**config.mk**
```make
export PLATFORM = sky130hd
export DESIGN_NAME = itq_isqrt
export DESIGN_NICKNAME = d
export VERILOG_FILES = /design/src/hdl/itq_pkg.sv /design/src/hdl/itq_isqrt.sv
export SDC_FILE = /design/constraint.sdc
export NUM_CORES = 2
export LEC_CHECK = 0
export BUFFER_PORTS_ARGS = -buffer_cell sky130_fd_sc_hd__buf_2
export CORE_UTILIZATION = 60
export CTS_BUF_LIST = sky130_fd_sc_hd__clkbuf_8
export DETAILED_ROUTE_END_ITERATION = 6
export GPL_ROUTABILITY_DRIVEN = 0
export MAX_ROUTING_LAYER = met4
export PLACE_DENSITY = 0.76
export SYNTH_ARGS = -nofsm -noshare
export SYNTH_HDL_FRONTEND = slang
export SYNTH_SLANG_ARGS = --single-unit
export TNS_END_PERCENT = 100
```
**constraint.sdc**
```tcl
create_clock -name clk -period 9.95 [get_ports clk]
set_input_delay 0.995 -clock clk [delete_from_list [all_inputs] [get_ports clk]]
set_output_delay 0.995 -clock clk [all_outputs]
set_load 0.01 [all_outputs]
```
**src/hdl/itq_pkg.sv**
```systemverilog
// ----------------------------------------------------------------------------
// itq_pkg - shared types and constants for the tilt-to-quaternion core
// Fixed-point widths, Q30 angle constants and the CORDIC arctangent table.
// ----------------------------------------------------------------------------
`default_nettype none

package itq_pkg;

  // Vectoring datapath width (counts scaled by 2^14, plus CORDIC growth)
  localparam int VW        = 34;
  // Vectoring angle accumulator, Q30, holds +-(pi + sum of table)
  localparam int ZW        = 36;
  // Euler angle width, units of 2^-ANGLE_FRAC_BITS rad
  localparam int AW        = 34;
  // Half angle in Q30 plus the reduction offset
  localparam int HW        = 48;
  // Rotation datapath width (x, y, z)
  localparam int RW        = 34;
  // cos / sin in Q20
  localparam int TW        = 23;
  // Output word width, Q1.14
  localparam int OW        = 16;

  localparam int SQ_BITS   = 30;   // root bits of (ay^2 + az^2) << 28
  localparam int RADW      = 62;   // radicand / remainder width
  localparam int SQ_SHIFT  = 28;
  localparam int VEC_SHIFT = 14;   // counts to vectoring scale
  localparam int RED_STEPS = 14;   // reduction covers up to 2*pi*2^(RED_STEPS+1)
  localparam int TRIG_FRAC = 20;
  localparam int TRIG_SH   = 30 - TRIG_FRAC;
  localparam int OUT_SH    = 3 * TRIG_FRAC - 14;

  localparam int ATAN_ENTRIES = 24;

  localparam logic signed [ZW-1:0] PI_Z     = 36'sd3373259426;
  localparam logic [HW-1:0]        PI_R     = 48'd3373259426;
  localparam logic [HW-1:0]        HALF_R   = 48'd1686629713;
  localparam logic [HW-1:0]        TWO_PI_R = 48'd6746518852;
  // 2*pi - pi/2 with the rounded constants: upper fold point
  localparam logic [HW-1:0]        FOLD_R   = 48'd5059889139;
  localparam logic [HW-1:0]        RED_OFFSET = TWO_PI_R << RED_STEPS;
  localparam logic signed [RW-1:0] GAIN_Q30 = 34'sd652032874;

  localparam logic signed [OW-1:0] OUT_ONE  = 16'sd16384;

  // floor(atan(2^-i) * 2^30)
  localparam logic [29:0] ATAN_TAB [ATAN_ENTRIES] = '{
    30'd843314856, 30'd497837829, 30'd263043836, 30'd133525158,
    30'd67021686,  30'd33543515,  30'd16775850,  30'd8388437,
    30'd4194282,   30'd2097149,   30'd1048575,   30'd524287,
    30'd262143,    30'd131071,    30'd65535,     30'd32767,
    30'd16383,     30'd8191,      30'd4095,      30'd2047,
    30'd1023,      30'd511,       30'd255,       30'd127
  };

  typedef logic signed [VW-1:0] vec_t;
  typedef logic signed [ZW-1:0] zang_t;
  typedef logic signed [AW-1:0] angle_t;
  typedef logic signed [TW-1:0] trig_t;

  typedef struct packed {
    logic signed [OW-1:0] w;
    logic signed [OW-1:0] x;
    logic signed [OW-1:0] y;
    logic signed [OW-1:0] z;
  } quat_t;

endpackage

`default_nettype wire

```
**src/hdl/itq_isqrt.sv**
```systemverilog
// ----------------------------------------------------------------------------
// itq_isqrt - pipelined integer square root
// floor(sqrt((a + b) << 28)), one restoring root bit per stage.
// ----------------------------------------------------------------------------
`default_nettype none

module itq_isqrt (
  input  logic                         clk,
  input  logic                         rst,
  input  logic                         en,
  input  logic                         in_valid,
  input  logic [31:0]                  sq_a,
  input  logic [31:0]                  sq_b,
  output logic                         out_valid,
  output logic [itq_pkg::SQ_BITS-1:0]  root
);
  import itq_pkg::*;

  logic [RADW-1:0]    rem   [0:SQ_BITS];
  logic [SQ_BITS-1:0] rt    [0:SQ_BITS];
  logic               vld   [0:SQ_BITS];
  logic [RADW-1:0]    trial [0:SQ_BITS-1];

  // stage j settles root bit SQ_BITS-1-j
  always_comb begin
    for (int j = 0; j < SQ_BITS; j++) begin
      trial[j] = (RADW'(rt[j]) << (SQ_BITS - j)) + (RADW'(1) << (2 * (SQ_BITS - 1 - j)));
    end
  end

  always_ff @(posedge clk) begin
    if (rst) begin
      for (int j = 0; j <= SQ_BITS; j++) begin
        vld[j] <= 1'b0;
      end
    end else if (en) begin
      vld[0] <= in_valid;
      for (int j = 0; j < SQ_BITS; j++) begin
        vld[j+1] <= vld[j];
      end
    end
  end

  always_ff @(posedge clk) begin
    if (en) begin
      rem[0] <= RADW'({1'b0, sq_a} + {1'b0, sq_b}) << SQ_SHIFT;
      rt[0]  <= '0;
      for (int j = 0; j < SQ_BITS; j++) begin
        if (rem[j] >= trial[j]) begin
          rem[j+1] <= rem[j] - trial[j];
          rt[j+1]  <= rt[j] | (SQ_BITS'(1) << (SQ_BITS - 1 - j));
        end else begin
          rem[j+1] <= rem[j];
          rt[j+1]  <= rt[j];
        end
      end
    end
  end

  assign out_valid = vld[SQ_BITS];
  assign root      = rt[SQ_BITS];

endmodule

`default_nettype wire

```
# == Word level (Yosys, flattened, before mapping) ==
# Memory sizes are Yosys's and may differ from the RTL's.
# Index checks and enable logic that the tools add are counted.
# word_totals
regBits,0
n_memories,3
in_bits,68
elab_cells,462
output_inout_bits,31
ram_bits,2883
# memory_table
name,words,width,rd,rd_ports_with_merged_regs,write_ports,line_no,text
rem,31,62,30,0,31,itq_isqrt.sv:19,logic [RADW-1:0] rem [0:SQ_BITS];
rt,31,30,31,0,31,itq_isqrt.sv:20,logic [SQ_BITS-1:0] rt [0:SQ_BITS];
vld,31,1,31,0,31,itq_isqrt.sv:21,logic vld [0:SQ_BITS];
# op_classes
bitwise_logic,91
n_lt_le_gt_ge,30
n_mux,277
n_addsub,61
# ops
operator,count
$mux W62,30
$mux W30,30
$mux W1,217
$or A1 B1 Y1,91
$ge A62 B32 Y1,1
$ge A62 B33 Y1,1
$ge A62 B34 Y1,1
$ge A62 B35 Y1,1
$ge A62 B36 Y1,1
$ge A62 B37 Y1,1
$ge A62 B38 Y1,1
$ge A62 B39 Y1,1
$ge A62 B40 Y1,1
$ge A62 B41 Y1,1
$ge A62 B42 Y1,1
$ge A62 B43 Y1,1
$ge A62 B44 Y1,1
$ge A62 B45 Y1,1
$ge A62 B46 Y1,1
$ge A62 B47 Y1,1
$ge A62 B48 Y1,1
$ge A62 B49 Y1,1
$ge A62 B50 Y1,1
$ge A62 B51 Y1,1
other kinds (71),71

# == Longest topological paths before layout ==
# An unclocked memory read counts as a cell.
# depth
ltp_word,7
mapped_depth,15
mapped_depth_nobuf,14

# == Least setup slack after synthesis ==
# OpenSTA, ideal clock, no wires.
# synth_path
path_type,input -> register
startpoint,input port en
endpoint,"memory rem[28][10] (netlist: rem[7][10]), enable pin"
setup_time_ns,0.474
stages,4
path_slack_ns,5.320
path_buffers,4
required_ns,9.476
t_arrival_ns,4.156
cell_sequence,clkbuf_1 -> clkbuf_1 -> clkbuf_1 -> clkbuf_1
# synth_rtl
item,line_no,text
start: declaration,itq_isqrt.sv:10,"input logic en,"
end: declaration,itq_isqrt.sv:19,

==> metrics list <==
- Number of distinct library cell variants in the gate-level netlist after synthesis: between 90 and 100
- Share of synthesized flip-flops with an asynchronous set or reset: 0%
* Starting density of the core: between 60% and 70%
* Synthesized instance count: 7892
- TritonCTS built the clock tree.
- The clock passes through at most 4 buffers.
* Transition time of the tightest slew-check pin: 1290 ps
- Count of port buffers added during placement: slightly below 100
* Router iterations before antenna repair: 7
* Slack of the worst reg-to-reg path: 5310 ps
- For this design, the sink count on the clock tree is 1684.
* HP Class: in -> reg
- The floorplan has 141 rows.
- In this run the worst path has a maximum fanout of 29.
* Cell at the root of the clock tree: sky130_fd_sc_hd__clkbuf_8
* Initial antenna violation count: 5
- Across the VDD grid, the largest voltage drop is 0.138 mV.
- Leaving out fill and tap cells, the most frequent cell in the layout is sky130_fd_sc_hd__edfxtp_1.
* Final instance area: ~100000 um^2
* Reg2Reg Launch Point: rem[4][148]
* Mapped Avg Cell Area: around 11 um^2
* Sw power: 6210 uW
- The floorplan step defined a die boundary enclosing around 150000 um^2.
- Total of endpoints with negative setup slack in the final report: 0
- Post-CTS Repair Setup Buffers: 0
- Share of final-layout standard cells stronger than drive strength 1: about 7.4%
* Total wire length after detailed routing: 198 mm
- After legalization and detailed placement, the total HPWL measured 146 mm.
- Ys Warns: 0
- The net count of the finished layout is 8694.
- CTS buffer count: 289
- Placeable core region: 149000 um^2
- RSZ-0062 raised after global routing: false
- The first global-routing pass estimated around 310 mm of wire.
* Endpoint, Worst Hold: rem[0][28]
* Skew-Pair Late Insertion Delay: 1010 ps
- When the netlist entered floorplanning its net count stood at about 8500.
* Fillcell total: 10923
* Cell with the largest stage delay on the worst path: sky130_fd_sc_hd__and3_1
- The worst setup path is captured at a flop.
* Max_cap viols: 0
- In this run the remaining antenna-violating nets after routing total 0.
- Leakage power of the design: 0.0378 uW
- The count of final hold-check violations came to 0.
* Slew Limit Fails: 0
- Power spread over the standard cell area amounts to 206 nW/um^2.
- Derived from the worst setup path, the maximum achievable clock frequency is 216 MHz.
- The startpoint identified for the worst hold timing path is sq_b[0].
* CTS-repair resized insts: 0
* Relative contribution of combinational cells to total power: 22.5%
* Sw frac: 30.8%
- Vertical die dimension: 390 um
* Die outline width: slightly below 400 um
- Required time of the critical path: 10700 ps
* Pin count of the biggest net entering global routing: 202
- Violated checks: design-rule violations
* Hold Path Stages: 2
- Worst reg2reg path depth: 12
- Final core utilization: 65.9%
* Most frequent cells in the layout: sky130_fd_sc_hd__edfxtp_1 (1684), sky130_fd_sc_hd__nand2_1 (697), sky130_fd_sc_hd__inv_1 (661), sky130_fd_sc_hd__ha_1 (499), sky130_fd_sc_hd__o21ai_0 (496)
* Detail-routed via count per cell: roughly 6.0
* Most instantiated flip-flop cell in the synthesis netlist: sky130_fd_sc_hd__edfxtp_1
* Maximum clock skew at final layout: 70.5 ps
- Number of DRC markers in iteration 0: between 5000 and 6000
- Reg2Reg Capture Point: rem[4][237]
* Seq pwr share: 49.2%
* Share of the clock period used by the worst path after layout: a little under half
- For this run, design rule violations remaining after detail routing come to 1.
- Hold slack final: 324 ps
- STA puts the critical path data arrival time at 5380 ps.
* Area delta synth->final: 8.47%
* Maximum cell stage delay along the critical path: 740 ps
- Clock input transition at the sequential cells of the worst setup and hold paths: 70 ps
- Via count of the first global-routing pass: 58676
* Run status: complete, but fails checks
- Global routing used 26.4% of the available tracks across all layers.
- In this run the tightest slew margin relative to its limit is 13.9%.
* Sum of negative setup slack: 0 ps
- H-tree levels: 5
* Total congestion overflow after global routing: 0
- Worst setup SP type: flop
- Internal power comes to 14000 uW.
- Post-DP Area: 92700 um^2
* Total number of vias: 61525
- Dividing the detail-routed wire length by the instance count gives 19.2 um.
- CTS Hold Buffers Added: 0
- Post-synthesis cell area: 90200 um^2
- The clock network is responsible for 28.3% of the overall power.
- Walking the worst path, the cells encountered are ha_1 -> fa_1 -> a21o_1 -> a21oi_1 -> o21a_1 -> or4_1 -> nand4_1 -> a32oi_1 -> and3_1 -> inv_2 -> and4_1 -> xor2_1.
- Setup CP Type: reg -> reg
* Crit path time final: 4640 ps
- During I/O placement, the number of pins put on the boundary was 99.
- Number of synthesized register bits: 1684
- Number of flops mapped to enable cells by yosys: roughly 1700
- Part of the Yosys area used for sequential elements: 56.0%
==> power groups by stage <==
stage                     combinational (uW)  sequential, uW  clock [uW]
after global routing                    5030           10000        6120
final                                   4540            9930        5710
after CTS                               4480            9890        5820
after global placement                  4310           10000           0
after floorplan                         3530            9630           0
after detailed placement                4450           10000           0
==> per-stage QoR <==
step	setup WS, ps	instances	power [uW]
after floorplan	5320	7892	13200
after global placement	5260	9824	14300
after detailed placement	5230	9824	14500
after CTS	5410	10306	20200
after global routing	5120	10310	21100
final	5310	10311	20200
==> cells by family after synthesis <==
family / share of synthesized area, %
multiplexers: 0.612
adder cells (fa/ha/maj): 7.23
AO/OA/AOI/OAI: 11.1
XOR/XNOR: 7.87
AND/OR/NAND/NOR: 13.6
buffers and inverters: 3.51
flip-flops: 56.0
==> cell usage after synthesis, types with 17 or more instances <==
| master | number | area (um^2) |
|---|---|---|
| sky130_fd_sc_hd__buf_2 | 17 | 85.1 |
| sky130_fd_sc_hd__and3_1 | 42 | 263 |
| sky130_fd_sc_hd__nand3_1 | 131 | 656 |
| sky130_fd_sc_hd__o21ai_0 | 496 | 2480 |
| sky130_fd_sc_hd__xnor2_1 | 412 | 3610 |
| sky130_fd_sc_hd__or4_1 | 65 | 488 |
| sky130_fd_sc_hd__a21boi_0 | 23 | 173 |
| sky130_fd_sc_hd__nor4_1 | 157 | 982 |
| sky130_fd_sc_hd__nand3b_1 | 43 | 323 |
| sky130_fd_sc_hd__nand4_1 | 93 | 582 |
| sky130_fd_sc_hd__mux2_2 | 41 | 462 |
| sky130_fd_sc_hd__and2_1 | 48 | 300 |
| sky130_fd_sc_hd__a31oi_1 | 50 | 313 |
| sky130_fd_sc_hd__o41ai_1 | 17 | 149 |
| sky130_fd_sc_hd__o31ai_1 | 37 | 278 |
| sky130_fd_sc_hd__o21a_1 | 92 | 691 |
| sky130_fd_sc_hd__nor2b_1 | 73 | 457 |
| sky130_fd_sc_hd__nor2_1 | 474 | 1780 |
| sky130_fd_sc_hd__or2_2 | 39 | 244 |
| sky130_fd_sc_hd__nor3_1 | 240 | 1200 |
| sky130_fd_sc_hd__a211oi_1 | 49 | 368 |
| sky130_fd_sc_hd__edfxtp_1 | 1684 | 50600 |
| sky130_fd_sc_hd__a21oi_1 | 400 | 2000 |
| sky130_fd_sc_hd__or3_1 | 103 | 644 |
| sky130_fd_sc_hd__o21bai_1 | 48 | 360 |
| sky130_fd_sc_hd__nand2b_1 | 85 | 532 |
| sky130_fd_sc_hd__xor2_1 | 399 | 3490 |
| sky130_fd_sc_hd__nand4b_1 | 28 | 245 |
| sky130_fd_sc_hd__nor4b_1 | 26 | 228 |
| sky130_fd_sc_hd__inv_1 | 594 | 2230 |
| sky130_fd_sc_hd__buf_4 | 31 | 233 |
| sky130_fd_sc_hd__ha_1 | 499 | 6240 |
| sky130_fd_sc_hd__nand2_1 | 697 | 2620 |
| sky130_fd_sc_hd__a21o_1 | 206 | 1550 |
| sky130_fd_sc_hd__clkbuf_1 | 157 | 589 |
| sky130_fd_sc_hd__o211ai_1 | 39 | 293 |
==> flip-flops by register name (all words and copies together), names as in the netlist <==
signal and count:
rem 1188, rt 465, vld 31
==> worst max-delay path: cells and delay by family, from the launching register on <==
| family | cells | cell delay (ps) |
|---|---|---|
| xor gates and xnor gates | 1 | 140 |
| buffers and inverters | 1 | 430 |
| adders and majority gates | 2 | 650 |
| AOI/OAI and AO/OA | 4 | 1310 |
| DFF | 1 | 450 |
| and+or+nand+nor | 4 | 1410 |
==> worst max path at each step <==
stage               cells past startpoint          end   startpoint  slack, ps
floorplan                               4   rem[7][10]           en       5320
global placement                        9   rem[5][56]           en       5260
detailed placement                      9   rem[5][56]           en       5230
CTS                                    12  rem[4][237]  rem[4][148]       5410
global route                           12  rem[4][237]  rem[4][148]       5120
finish                                 12  rem[4][237]  rem[4][148]       5310
==> routing by layer <==
metal / part of all wire [%] / GRT usage [%]
met1: 43 / 34.9
met2: 46 / 41.0
met3: 8.2 / 5.01
met4: 3.4 / 9.38
met5: 0 / -
==> cell type report <==
type                            instances  area (um^2)  area share [%]
Tap cell                             2002         2500            2.56
Sequential cell                      1684        50600            51.7
Antenna cell                            5         12.5          0.0128
Inverter                              595         2230            2.28
Clock inverter                        187         1070            1.09
Multi-Input combinational cell       5402        36600            37.3
Timing Repair Buffer                  141          866           0.885
Clock buffer                          295         4060            4.15
No activity file was read; power rests on OpenSTA's default activity.
